## src/sv/u8u16_pkg.sv

```systemverilog
// shared types, constants and table functions for the utf-8 to utf-16 decoder
package u8u16_pkg;

    localparam logic [15:0] REPL_UNIT   = 16'hFFFD;
    localparam logic [15:0] HI_SURR     = 16'hD800;
    localparam logic [15:0] LO_SURR     = 16'hDC00;
    localparam logic [30:0] SURR_FIRST  = 31'h0000D800;
    localparam logic [30:0] SURR_LAST   = 31'h0000DFFF;
    localparam logic [30:0] BMP_LAST    = 31'h0000FFFF;
    localparam logic [30:0] SUPP_FIRST  = 31'h00010000;
    localparam logic [30:0] UNI_LAST    = 31'h0010FFFF;
    localparam logic [2:0]  KIND_MAX    = 3'd4;

    typedef struct packed {
        logic        in_seq;
        logic [2:0]  rem;
        logic [2:0]  kind;
        logic [30:0] acc;
    } t_state;

    typedef struct packed {
        logic        last;
        logic        repl;
        logic [15:0] code;
    } t_unit;

    typedef struct packed {
        logic [1:0] cnt;
        t_unit      unit0;
        t_unit      unit1;
    } t_dec_out;

    // payload bits kept from a lead byte, by sequence length minus 2
    function automatic logic [7:0] lead_mask(input logic [2:0] kind);
        logic [7:0] m;
        case (kind)
            3'd0:    m = 8'h1F;
            3'd1:    m = 8'h0F;
            3'd2:    m = 8'h07;
            3'd3:    m = 8'h03;
            default: m = 8'h01;
        endcase
        return m;
    endfunction

    // smallest value that is not overlong for the sequence length
    function automatic logic [30:0] min_value(input logic [2:0] kind);
        logic [30:0] v;
        case (kind)
            3'd0:    v = 31'h00000080;
            3'd1:    v = 31'h00000800;
            3'd2:    v = 31'h00010000;
            3'd3:    v = 31'h00200000;
            default: v = 31'h04000000;
        endcase
        return v;
    endfunction

endpackage

```

## src/sv/utf8_to_utf16_decoder.sv

```systemverilog
// utf-8 to utf-16 transcoder top level: input register, decode, output queue
//
// usage:
//   slave channel takes one utf-8 byte per transaction on i_s_axis_tdata.
//   master channel gives one utf-16 code unit per transaction: tdata is the
//   unit, tuser flags a replacement for malformed input, tlast marks the
//   final unit that one input byte causes.
//   a lead or continuation byte that does not finish a sequence gives no
//   output transaction; a finished supplementary value or a broken sequence
//   followed by a decodable byte gives two.
// path: a byte's transaction loads the input register, its units then enter
//   the output queue, and the queue offers them to the receiver.
// throughput: one byte per cycle while the receiver is ready and each byte
//   gives at most one unit; a byte giving two units needs the queue empty
//   once this cycle's unit leaves, else it waits for the single output port.
// reset (synchronous, active low) empties the input register and the output
//   queue and leaves the decoder outside any sequence.
// when the receiver stalls, queued units hold; once the queue cannot take
//   the next byte's units, o_s_axis_tready drops after the input register
//   fills.
module utf8_to_utf16_decoder (
    input  logic        i_clk,
    input  logic        i_rst_n,
    input  logic        i_s_axis_tvalid,
    output logic        o_s_axis_tready,
    input  logic [7:0]  i_s_axis_tdata,   // [7:0] in_byte
    output logic        o_m_axis_tvalid,
    input  logic        i_m_axis_tready,
    output logic [15:0] o_m_axis_tdata,   // [15:0] code_unit
    output logic [0:0]  o_m_axis_tuser,   // [0] is_replacement
    output logic        o_m_axis_tlast
);
    import u8u16_pkg::*;

    logic       r_in_valid;
    logic [7:0] r_in_byte;
    t_state     r_state;
    t_state     n_state;
    t_unit      r_q [2];
    t_unit      n_q [2];
    logic [1:0] r_cnt;
    logic [1:0] n_cnt;
    t_state     dec_state;
    t_dec_out   dec;
    logic       pop;
    logic [1:0] free;
    logic       fire;
    t_unit      res_u [2];

    u8u16_decode u_decode (
        .i_state (r_state),
        .i_byte  (r_in_byte),
        .o_state (dec_state),
        .o_res   (dec)
    );

    assign pop  = (r_cnt != 2'd0) && i_m_axis_tready;
    assign free = 2'd2 - r_cnt + {1'b0, pop};
    assign fire = r_in_valid && (dec.cnt <= free);

    assign o_s_axis_tready = !r_in_valid || fire;

    assign res_u[0] = dec.unit0;
    assign res_u[1] = dec.unit1;

    always_comb begin
        n_q     = r_q;
        n_cnt   = r_cnt;
        n_state = r_state;
        if (pop) begin
            n_q[0] = r_q[1];
            n_cnt  = r_cnt - 2'd1;
        end
        if (fire) begin
            n_state = dec_state;
            for (int i = 0; i < 2; i++) begin
                if (i < int'(dec.cnt)) begin
                    n_q[n_cnt[0]] = res_u[i];
                    n_cnt         = n_cnt + 2'd1;
                end
            end
        end
    end

    always_ff @(posedge i_clk) begin
        if (!i_rst_n) begin
            r_in_valid <= 1'b0;
            r_cnt      <= 2'd0;
            r_state    <= '0;
        end else begin
            if (o_s_axis_tready) begin
                r_in_valid <= i_s_axis_tvalid;
            end
            r_cnt   <= n_cnt;
            r_state <= n_state;
        end
    end

    always_ff @(posedge i_clk) begin
        if (o_s_axis_tready && i_s_axis_tvalid) begin
            r_in_byte <= i_s_axis_tdata;
        end
        r_q <= n_q;
    end

    assign o_m_axis_tvalid   = (r_cnt != 2'd0);
    assign o_m_axis_tdata    = r_q[0].code;
    assign o_m_axis_tuser[0] = r_q[0].repl;
    assign o_m_axis_tlast    = r_q[0].last;

`ifndef NO_ASSERTIONS
    a_cnt_range: assert property (@(posedge i_clk) disable iff (!i_rst_n)
        r_cnt != 2'd3)
        else $error("output queue count out of range");

    a_pair_lands: assert property (@(posedge i_clk) disable iff (!i_rst_n)
        fire && dec.cnt == 2'd2 |=> r_cnt == 2'd2)
        else $error("two-unit result did not fill the queue");

    a_seq_rem: assert property (@(posedge i_clk) disable iff (!i_rst_n)
        r_state.in_seq |-> r_state.rem != 3'd0)
        else $error("open sequence with no bytes remaining");

    a_repl_code: assert property (@(posedge i_clk) disable iff (!i_rst_n)
        o_m_axis_tvalid && o_m_axis_tuser[0] |-> o_m_axis_tdata == REPL_UNIT)
        else $error("replacement flag on a unit other than fffd");

    a_dec_cnt: assert property (@(posedge i_clk) disable iff (!i_rst_n)
        r_in_valid |-> dec.cnt != 2'd3)
        else $error("decode produced more than two units");
`endif

endmodule

```

## src/sv/u8u16_decode.sv

```systemverilog
// combinational decode of one utf-8 byte against the sequence state
module u8u16_decode (
    input  u8u16_pkg::t_state   i_state,
    input  logic [7:0]          i_byte,
    output u8u16_pkg::t_state   o_state,
    output u8u16_pkg::t_dec_out o_res
);
    import u8u16_pkg::*;

    t_state      nxt;
    t_dec_out    res;
    t_state      idle_nxt;
    logic        idle_emit;
    t_unit       idle_unit;
    logic [30:0] acc_sh;
    logic [2:0]  kind_c;
    logic [20:0] off;
    logic [2:0]  lead_kind;
    logic [2:0]  rem_dec;

    // fresh decode of the byte as if no sequence were open
    always_comb begin
        idle_nxt           = i_state;
        idle_nxt.in_seq    = 1'b0;
        idle_nxt.rem       = 3'd0;
        idle_emit          = 1'b1;
        idle_unit          = '0;
        lead_kind          = 3'd0;
        if (i_byte[7] == 1'b0) begin
            idle_unit.code = {8'h00, i_byte};
        end else if (i_byte inside {[8'h80:8'hBF], 8'hFE, 8'hFF}) begin
            idle_unit.code = REPL_UNIT;
            idle_unit.repl = 1'b1;
        end else begin
            idle_emit = 1'b0;
            if (i_byte inside {[8'hC0:8'hDF]}) begin
                lead_kind = 3'd0;
            end else if (i_byte inside {[8'hE0:8'hEF]}) begin
                lead_kind = 3'd1;
            end else if (i_byte inside {[8'hF0:8'hF7]}) begin
                lead_kind = 3'd2;
            end else if (i_byte inside {[8'hF8:8'hFB]}) begin
                lead_kind = 3'd3;
            end else begin
                lead_kind = 3'd4;
            end
            idle_nxt.kind   = lead_kind;
            idle_nxt.rem    = lead_kind + 3'd1;
            idle_nxt.acc    = {23'd0, i_byte & lead_mask(lead_kind)};
            idle_nxt.in_seq = 1'b1;
        end
    end

    always_comb begin
        nxt     = i_state;
        res     = '0;
        acc_sh  = {i_state.acc[24:0], i_byte[5:0]};
        rem_dec = i_state.rem - 3'd1;
        kind_c  = (i_state.kind > KIND_MAX) ? KIND_MAX : i_state.kind;
        off     = acc_sh[20:0] - SUPP_FIRST[20:0];
        if (i_state.in_seq && i_state.rem != 3'd0) begin
            if (i_byte[7:6] == 2'b10) begin
                nxt.acc = acc_sh;
                nxt.rem = rem_dec;
                if (rem_dec == 3'd0) begin
                    nxt.in_seq = 1'b0;
                    if (acc_sh < min_value(kind_c) ||
                        (acc_sh >= SURR_FIRST && acc_sh <= SURR_LAST)) begin
                        res.cnt        = 2'd1;
                        res.unit0.code = REPL_UNIT;
                        res.unit0.repl = 1'b1;
                    end else if (acc_sh >= SUPP_FIRST && acc_sh <= UNI_LAST) begin
                        res.cnt        = 2'd2;
                        res.unit0.code = HI_SURR | {6'd0, off[19:10]};
                        res.unit1.code = LO_SURR | {6'd0, off[9:0]};
                    end else if (acc_sh > BMP_LAST) begin
                        res.cnt        = 2'd1;
                        res.unit0.code = REPL_UNIT;
                        res.unit0.repl = 1'b1;
                    end else begin
                        res.cnt        = 2'd1;
                        res.unit0.code = acc_sh[15:0];
                    end
                end
            end else begin
                // broken sequence: replacement, then the byte decodes afresh
                nxt            = idle_nxt;
                res.unit0.code = REPL_UNIT;
                res.unit0.repl = 1'b1;
                if (idle_emit) begin
                    res.cnt   = 2'd2;
                    res.unit1 = idle_unit;
                end else begin
                    res.cnt = 2'd1;
                end
            end
        end else begin
            nxt = idle_nxt;
            if (idle_emit) begin
                res.cnt   = 2'd1;
                res.unit0 = idle_unit;
            end
        end
        if (res.cnt == 2'd1) begin
            res.unit0.last = 1'b1;
        end else if (res.cnt == 2'd2) begin
            res.unit1.last = 1'b1;
        end
    end

    assign o_state = nxt;
    assign o_res   = res;

endmodule

```

## config.mk

```make
export PLATFORM = sky130hd
export DESIGN_NAME = utf8_to_utf16_decoder
export DESIGN_NICKNAME = d
export VERILOG_FILES = /design/src/sv/u8u16_pkg.sv /design/src/sv/utf8_to_utf16_decoder.sv /design/src/sv/u8u16_decode.sv
export SDC_FILE = /design/constraint.sdc
export NUM_CORES = 1
export LEC_CHECK = 0
export ABC_CLOCK_PERIOD_IN_PS = 5900
export BUFFER_PORTS_ARGS = -buffer_cell sky130_fd_sc_hd__buf_2
export CAP_MARGIN = 15
export CORE_ASPECT_RATIO = 1.75
export CORE_MARGIN = 5
export CORE_UTILIZATION = 59
export DETAILED_ROUTE_END_ITERATION = 6
export GPL_TIMING_DRIVEN = 0
export HOLD_SLACK_MARGIN = 0.12
export PLACE_DENSITY = 0.83
export SLEW_MARGIN = 20
export SYNTH_ARGS = -nofsm -noshare
export SYNTH_HDL_FRONTEND = slang
export SYNTH_SLANG_ARGS = --single-unit
```

## constraint.sdc

```tcl
create_clock -name i_clk -period 5.9 [get_ports i_clk]
set_input_delay 0.295 -clock i_clk [delete_from_list [all_inputs] [get_ports i_clk]]
set_output_delay 0.295 -clock i_clk [all_outputs]
set_load 0.05 [all_outputs]
```

Word level (Yosys, flattened, before mapping)
Index checks and enable logic that the tools add are counted.

storage, ports and cells
  register bits = 85
  input port bits = 12
  output and inout bits = 20
  logic and storage cells = 153

operators by class
  add/subtract/negate cells = 8
  magnitude comparators = 24
  equal/unequal tests = 13
  multiplexer cells = 68
  bitwise operators = 3
  reductions and logical operators = 24

operator list
  operator                                                          count
  2-to-1 mux 36 bit                                                 4
  2-to-1 mux 31 bit                                                 4
  2-to-1 mux 38 bit                                                 3
  2-to-1 mux 16 bit                                                 7
  one-hot mux 27 bit (4 select lines)                               1
  2-to-1 mux 17 bit                                                 6
  bitwise mux 36 bit                                                2
  2-to-1 mux 18 bit                                                 4
  >= comparator 8 bit (second input constant)                       5
  <= comparator 8 bit (second input constant)                       5
  demux 18 bit (select 1 bit)                                       2
  >= comparator 31 x 16 -> 1 bit (second input constant)            1
  >= comparator 31 x 17 -> 1 bit (second input constant)            1
  greater-than comparator 31 x 16 -> 1 bit (second input constant)  1
  <= comparator 31 x 16 -> 1 bit (second input constant)            1
  <= comparator 31 x 21 -> 1 bit (second input constant)            1
  < comparator 31 bit                                               1
  2-to-1 mux 2 bit                                                  12
  2-to-1 mux 3 bit                                                  8
  one-hot mux 5 bit (4 select lines)                                1
  subtractor 20 x 17 -> 20 bit (second input constant)              1
  2-to-1 mux 19 bit                                                 1
  equality test 8 bit (second input constant)                       2
  2-to-1 mux 8 bit                                                  2
  28 further kinds                                                  64

Longest topological paths before layout
  word-level depth = 24
  depth in mapped cells = 18
  mapped depth without buffers = 17

By module
From an unflattened synthesis, not the netlist that was laid out.

unflattened totals
  cell total of the unflattened synthesis = 727
  area total of the unflattened synthesis = 5783.0 µm²

modules (own cells, without submodules)
  module                 instances  cells each  area an instance (µm²)  sequential area each (µm²)
  utf8_to_utf16_decoder  1          427         3962.6                  1961.9
  u8u16_decode           1          300         1820.5                  0.0

Worst setup path after synthesis
No wires, ideal clock.

  path type = reg2reg
  start point = reg r_in_byte[3]
  end point = reg r_in_byte[0] (enable)
  library setup time = 0.332 ns
  data arrival time = 3.642 ns
  required time = 5.568 ns
  setup slack = 1.926 ns
  stages on the path, launching flop included = 15
  path buffers = 1
  period minus slack after synthesis = 3.974 ns
  cell sequence = edfxtp_1 buf_2 nand4_2 nor4_1 mux2_2 a311oi_2 and3_1 o21ai_0 inv_1 ha_1 nand2_1 a311o_1 o211ai_1 nand2_1 and2_1

on the way
  longest elaborated chain between the ends = 12
  elaborated cells on any way between the ends = 27
  classes of those cells = 8 x order compare; 2 x eq/ne; 9 x mux; 8 x reduce/logical

ends and longest elaborated chain
  item                                                                                    RTL line                      source
  from (decl)                                                                             utf8_to_utf16_decoder.sv:36   logic [7:0] r_in_byte;
  from (signal assigned)                                                                  utf8_to_utf16_decoder.sv:101  r_in_byte <= i_s_axis_tdata;
  parallel branches: the longest is 7 deep, another holds >= comparator 31 x 17 -> 1 bit  --
  2-to-1 mux 2 bit (*)                                                                    u8u16_decode.sv:61            if (i_state.in_seq && i_state.rem != 3'd0) begin
  <= comparator 2 bit (*)                                                                 utf8_to_utf16_decoder.sv:59   assign fire = r_in_valid && (dec.cnt <= free);
  logical AND 1 bit (*)                                                                   utf8_to_utf16_decoder.sv:59
  logical OR 1 bit (*)                                                                    utf8_to_utf16_decoder.sv:61   assign o_s_axis_tready = !r_in_valid || fire;
  via o_s_axis_tready                                                                     utf8_to_utf16_decoder.sv:25   output logic o_s_axis_tready,
  logical AND 1 bit (*)                                                                   utf8_to_utf16_decoder.sv:100  if (o_s_axis_tready && i_s_axis_tvalid) begin

Mark *: on every way through the listed nets, which the timed path passes.
A chain may end at the register's enable or synchronous reset.

Worst setup path in the final report
  start point = reg r_in_byte[4]
  end point = reg r_q[13] in the netlist's numbering (enable)

on the way
  longest elaborated chain between the ends = 10
  elaborated cells on any way between the ends = 25
  classes of those cells = 8 x order compare; 2 x eq/ne; 9 x mux; 6 x reduce/logical

ends and longest elaborated chain
  item                                                                                    RTL line                      source
  parallel branches: the longest is 7 deep, another holds >= comparator 31 x 17 -> 1 bit  --
  2-to-1 mux 2 bit (*)                                                                    u8u16_decode.sv:61
  <= comparator 2 bit (*)                                                                 utf8_to_utf16_decoder.sv:59
  logical AND 1 bit (*)                                                                   utf8_to_utf16_decoder.sv:59
  to (signal assigned)                                                                    utf8_to_utf16_decoder.sv:103  r_q <= n_q;
  to (decl)                                                                               utf8_to_utf16_decoder.sv:39   t_unit r_q [2];

Mark *: on every way between the ends.

==> impl_summary.txt <==
----------------------------------------------------
[Run status]
  Outcome ... finished, final reports clean

[Critical path]
  Category of the critical setup timing path ... flop to flop
  Highest net fanout along the worst path ... 27
  Worst r2r src ... r_in_byte[4]$_DFFE_PP_
  Launching instance or port of the critical path ... r_in_byte[4]$_DFFE_PP_
  Worst Path Required ... 5.88 ns
  Arrival time at the worst endpoint ... 5.01 ns
  Critical path endpoint category ... flop
  Crit path launch type ... flop

[Route]
  DR WL/cell ... around 22 um
  Wire length on met2 ... about 8 mm
  Detailed-routed wire length on met3 ... slightly below 900 um
  Uppermost layer routed ... met4
  Wire length reported by the detailed router ... 14.95 mm
  Via count of the routed design ... 4,699
  Average vias per placed instance ... about 6.8
  Initial DRC count ... 508
  Wire length on met1 ... 5.212 mm
  Count of unresolved DRC violations after routing ... 0
  Remaining antenna violation count after routing ... 0
  Pre-antenna DRT Iters ... 6

[Power and ir drop]
  Power density of the placed cells ... about 500 mW/mm2
  Part of the power in the clock network ... 0.210
  Reported leakage power ... around 2.2 nW
  Proportion of power drawn by flip-flops and latches ... 0.307
  Switching power total ... approximately 0.0011 W
  Maximum vdd ir drop ... between 0.0003 and 0.0004 V
  Gate power share ... 0.483
  Net switching fraction of the power ... 0.4265
  Internal power ... between 0.0015 and 0.002 W

[Min path]
  Worst Hold Launch ... i_s_axis_tdata[3]
  Worst min-delay path class ... input port to flop

[STA]
  Setup-failing EPs final ... 0
  Part of the cycle the worst path needs ... 0.8526
  Setup Skew ... ~0.0077 ns
  Slew at the pin closest to its max-slew limit ... 1.136 ns
  Final-layout worst hold slack ... 0.1272 ns
  Setup slack after layout ... between 0.8 and 0.9 ns
  Normalized max-slew margin ... 0.2368
  Total count of hold-check failures in the final report ... 0
  Clock period minus worst slack ... ~5.0 ns
  Setup repair after global routing missed its margin ... false
  Setup TNS Final ... 0 ns
  Final number of max-transition violations ... 0
  Maximum operating frequency ... just under 0.2 GHz

[CTS]
  Setup repair bufs after CTS ... 0
  Clock Sink Count ... 79
  Later-pin clock latency in the skew report ... 0.34 ns
  Inserted Clock Buffers ... 9
  Level count of the clock H-tree ... 3
  Number of buffers on the longest clock path ... 2
  Register clock-pin slew on the reported worst setup and hold paths ... around 0.060 ns
  PostCTS Resize Cnt ... 0
  Root Buffer Master ... sky130_fd_sc_hd__clkbuf_16
  TritonCTS clock tree ... done
  Hold Buf Count CTS ... 0

[GRT]
  Vias in the first global route ... about 4,900
  Initial antenna violation count ... 0
  Largest net degree at the start of global routing ... 28
  Residual overflow from global routing ... 0
  Wire length of the first global-routing pass ... roughly 24 mm
  Global-route total usage across every layer ... 0.3014

[Placed design]
  Worst slack, placed ... 0.9735 ns
  Number of buffers added on ports ... 30
  Placed wire-length estimate after detailed placement ... between 10 and 15 mm
  Weighted congestion at the end of routability-driven global placement ... 0.9775

[Logic synthesis]
  Count of mapped cells out of synthesis ... around 550
  Sequential share of the synthesized area ... 0.3786
  Mapped Avg Cell Area ... between 8 and 9 um2
  Library cells used by synthesis ... 69
  Dominant register cell in the synthesized netlist ... sky130_fd_sc_hd__dfxtp_1
  Synth Warn # ... 0
  Number of enable flip-flop cells after synthesis ... 26
  Async set-reset flop share out of synthesis ... 0
  Mapped cell area ... 0.004865 mm2
  Post-synth net total ... between 500 and 600
  Number of synthesized register bits ... about 80

[Cells and area]
  Area overhead of the layout relative to synthesis ... 11.81%
  Diodes inserted ... 0
  Number of nets in the layout ... 624
  Most frequent cells in the layout ... 100 x sky130_fd_sc_hd__nand2_1, 53 x sky130_fd_sc_hd__dfxtp_1, 39 x sky130_fd_sc_hd__buf_2
  Fillers ... about 690
  Fraction of layout cells with a size suffix above 1 ... 0.1747
  Most frequent standard cell in the layout excluding fill and tap cells ... sky130_fd_sc_hd__nand2_1

[Floorplan]
  Core box area ... around 0.0082 mm2
  IO Pins ... 32
  Effective utilization at floorplan ... 0.5930
  Std-Cell Rows ... 44
  Vertical die dimension ... between 100 and 150 um
  Die Footprint ... around 0.010 mm2
  Chip width ... a little under 80 um

[Run]
  Max-cap violations ... 0

----------------------------------------------------
[area by class of cell]
type	instances	area (um2)	share of cell area
multi-input combinational	404	2663	0.4895
tap	92	115.1	0.02116
clock inverter	2	12.51	0.002300
timing repair buffer	31	160.2	0.02945
sequential	79	1842	0.3386
buffer	52	289.0	0.05314
inverter	19	71.32	0.01311
clock buffer	14	286.5	0.05268
[stage by stage]
| stage | total power [W] | instances | utilization | instance area (um2) |
|---|---|---|---|---|
| 2_1_floorplan | 0.001791 | 554 | - | 4865 |
| 3_3_place_gp | 0.002038 | 676 | 0.6254 | 5130 |
| 3_5_place_dp | 0.002076 | 676 | 0.6254 | 5130 |
| 4_1_cts | 0.002629 | 692 | 0.6618 | 5429 |
| 5_1_grt | 0.002774 | 693 | 0.6631 | 5439 |
| 6_report | 0.002647 | 693 | 0.6631 | 5439 |
[power by group through the flow]
| stage | combinational (W) | clock, W | sequential, W |
|---|---|---|---|
| after floorplan | 0.000976 | 0 | 0.000815 |
| after global placement | 0.00123 | 0 | 0.000813 |
| after detailed placement | 0.00126 | 0 | 0.000821 |
| after CTS | 0.00126 | 0.000553 | 0.000811 |
| after global routing | 0.00137 | 0.000581 | 0.000825 |
| final | 0.00128 | 0.000557 | 0.000813 |
[logic make-up after synthesis]
family | count (synthesis) | share of synthesized area
compound gates | 163 | 0.2708
mux | 10 | 0.02135
flops | 79 | 0.3786
simple gates | 212 | 0.2086
xor+xnor | 3 | 0.005402
fa+ha+maj | 16 | 0.04115
buf+inv | 71 | 0.07407
[layer usage]
metal	global-route usage	vias to the layer above
li1	-	2164
met5	0	-
met1	0.2968	2240
met4	0.2297	0
met3	0.05180	69
met2	0.5528	226
[sequential cells by signal (all words and copies together), names as in the netlist]
register	count
r_state	32
r_q	18
o_m_axis_tdata	16
r_in_byte	8
r_cnt	2
o_m_axis_tlast	1
o_m_axis_tuser	1
r_in_valid	1
[worst max-delay path: stages, from the launching register on]
cell	delay (ns)
sky130_fd_sc_hd__edfxtp_1	0.31
sky130_fd_sc_hd__buf_2	0.25
sky130_fd_sc_hd__nand4_2	0.28
sky130_fd_sc_hd__nor4_1	0.68
sky130_fd_sc_hd__mux2_2	0.42
sky130_fd_sc_hd__a311oi_2	0.65
sky130_fd_sc_hd__and3_1	0.29
sky130_fd_sc_hd__o21ai_0	0.17
sky130_fd_sc_hd__inv_1	0.20
sky130_fd_sc_hd__ha_1	0.26
sky130_fd_sc_hd__nand2_1	0.07
sky130_fd_sc_hd__a311o_1	0.14
sky130_fd_sc_hd__o2111ai_2	0.16
sky130_fd_sc_hd__inv_2	0.17
sky130_fd_sc_hd__buf_2	0.57
[synthesized netlist by cell type, types with 8 or more instances]
master | instances | area share
sky130_fd_sc_hd__a21oi_1 | 20 | 0.021
sky130_fd_sc_hd__a32oi_2 | 10 | 0.033
sky130_fd_sc_hd__and2_1 | 8 | 0.010
sky130_fd_sc_hd__and3_1 | 8 | 0.010
sky130_fd_sc_hd__buf_2 | 9 | 0.0093
sky130_fd_sc_hd__buf_4 | 18 | 0.028
sky130_fd_sc_hd__clkbuf_1 | 22 | 0.017
sky130_fd_sc_hd__dfxtp_1 | 53 | 0.22
sky130_fd_sc_hd__edfxtp_1 | 26 | 0.16
sky130_fd_sc_hd__ha_1 | 16 | 0.041
sky130_fd_sc_hd__inv_1 | 18 | 0.014
sky130_fd_sc_hd__nand2_1 | 100 | 0.077
sky130_fd_sc_hd__nand3_1 | 12 | 0.012
sky130_fd_sc_hd__nand4_1 | 15 | 0.019
sky130_fd_sc_hd__nor2_1 | 26 | 0.020
sky130_fd_sc_hd__nor3_1 | 14 | 0.014
sky130_fd_sc_hd__o21ai_0 | 33 | 0.034
sky130_fd_sc_hd__o22ai_1 | 8 | 0.010
sky130_fd_sc_hd__o32ai_1 | 19 | 0.034
[worst paths after layout]
check                        endpoint  slack [ns]  depth (start not counted)
max                 r_q[13]$_DFFE_PN_        0.87                         14
min            r_in_byte[3]$_DFFE_PP_        0.13                          1
max reg2reg         r_q[13]$_DFFE_PN_        0.87                         14
min reg2reg  r_state[21]$_SDFFE_PN0N_        0.47                          2
Note: power is estimated with default switching activity, not from simulation.
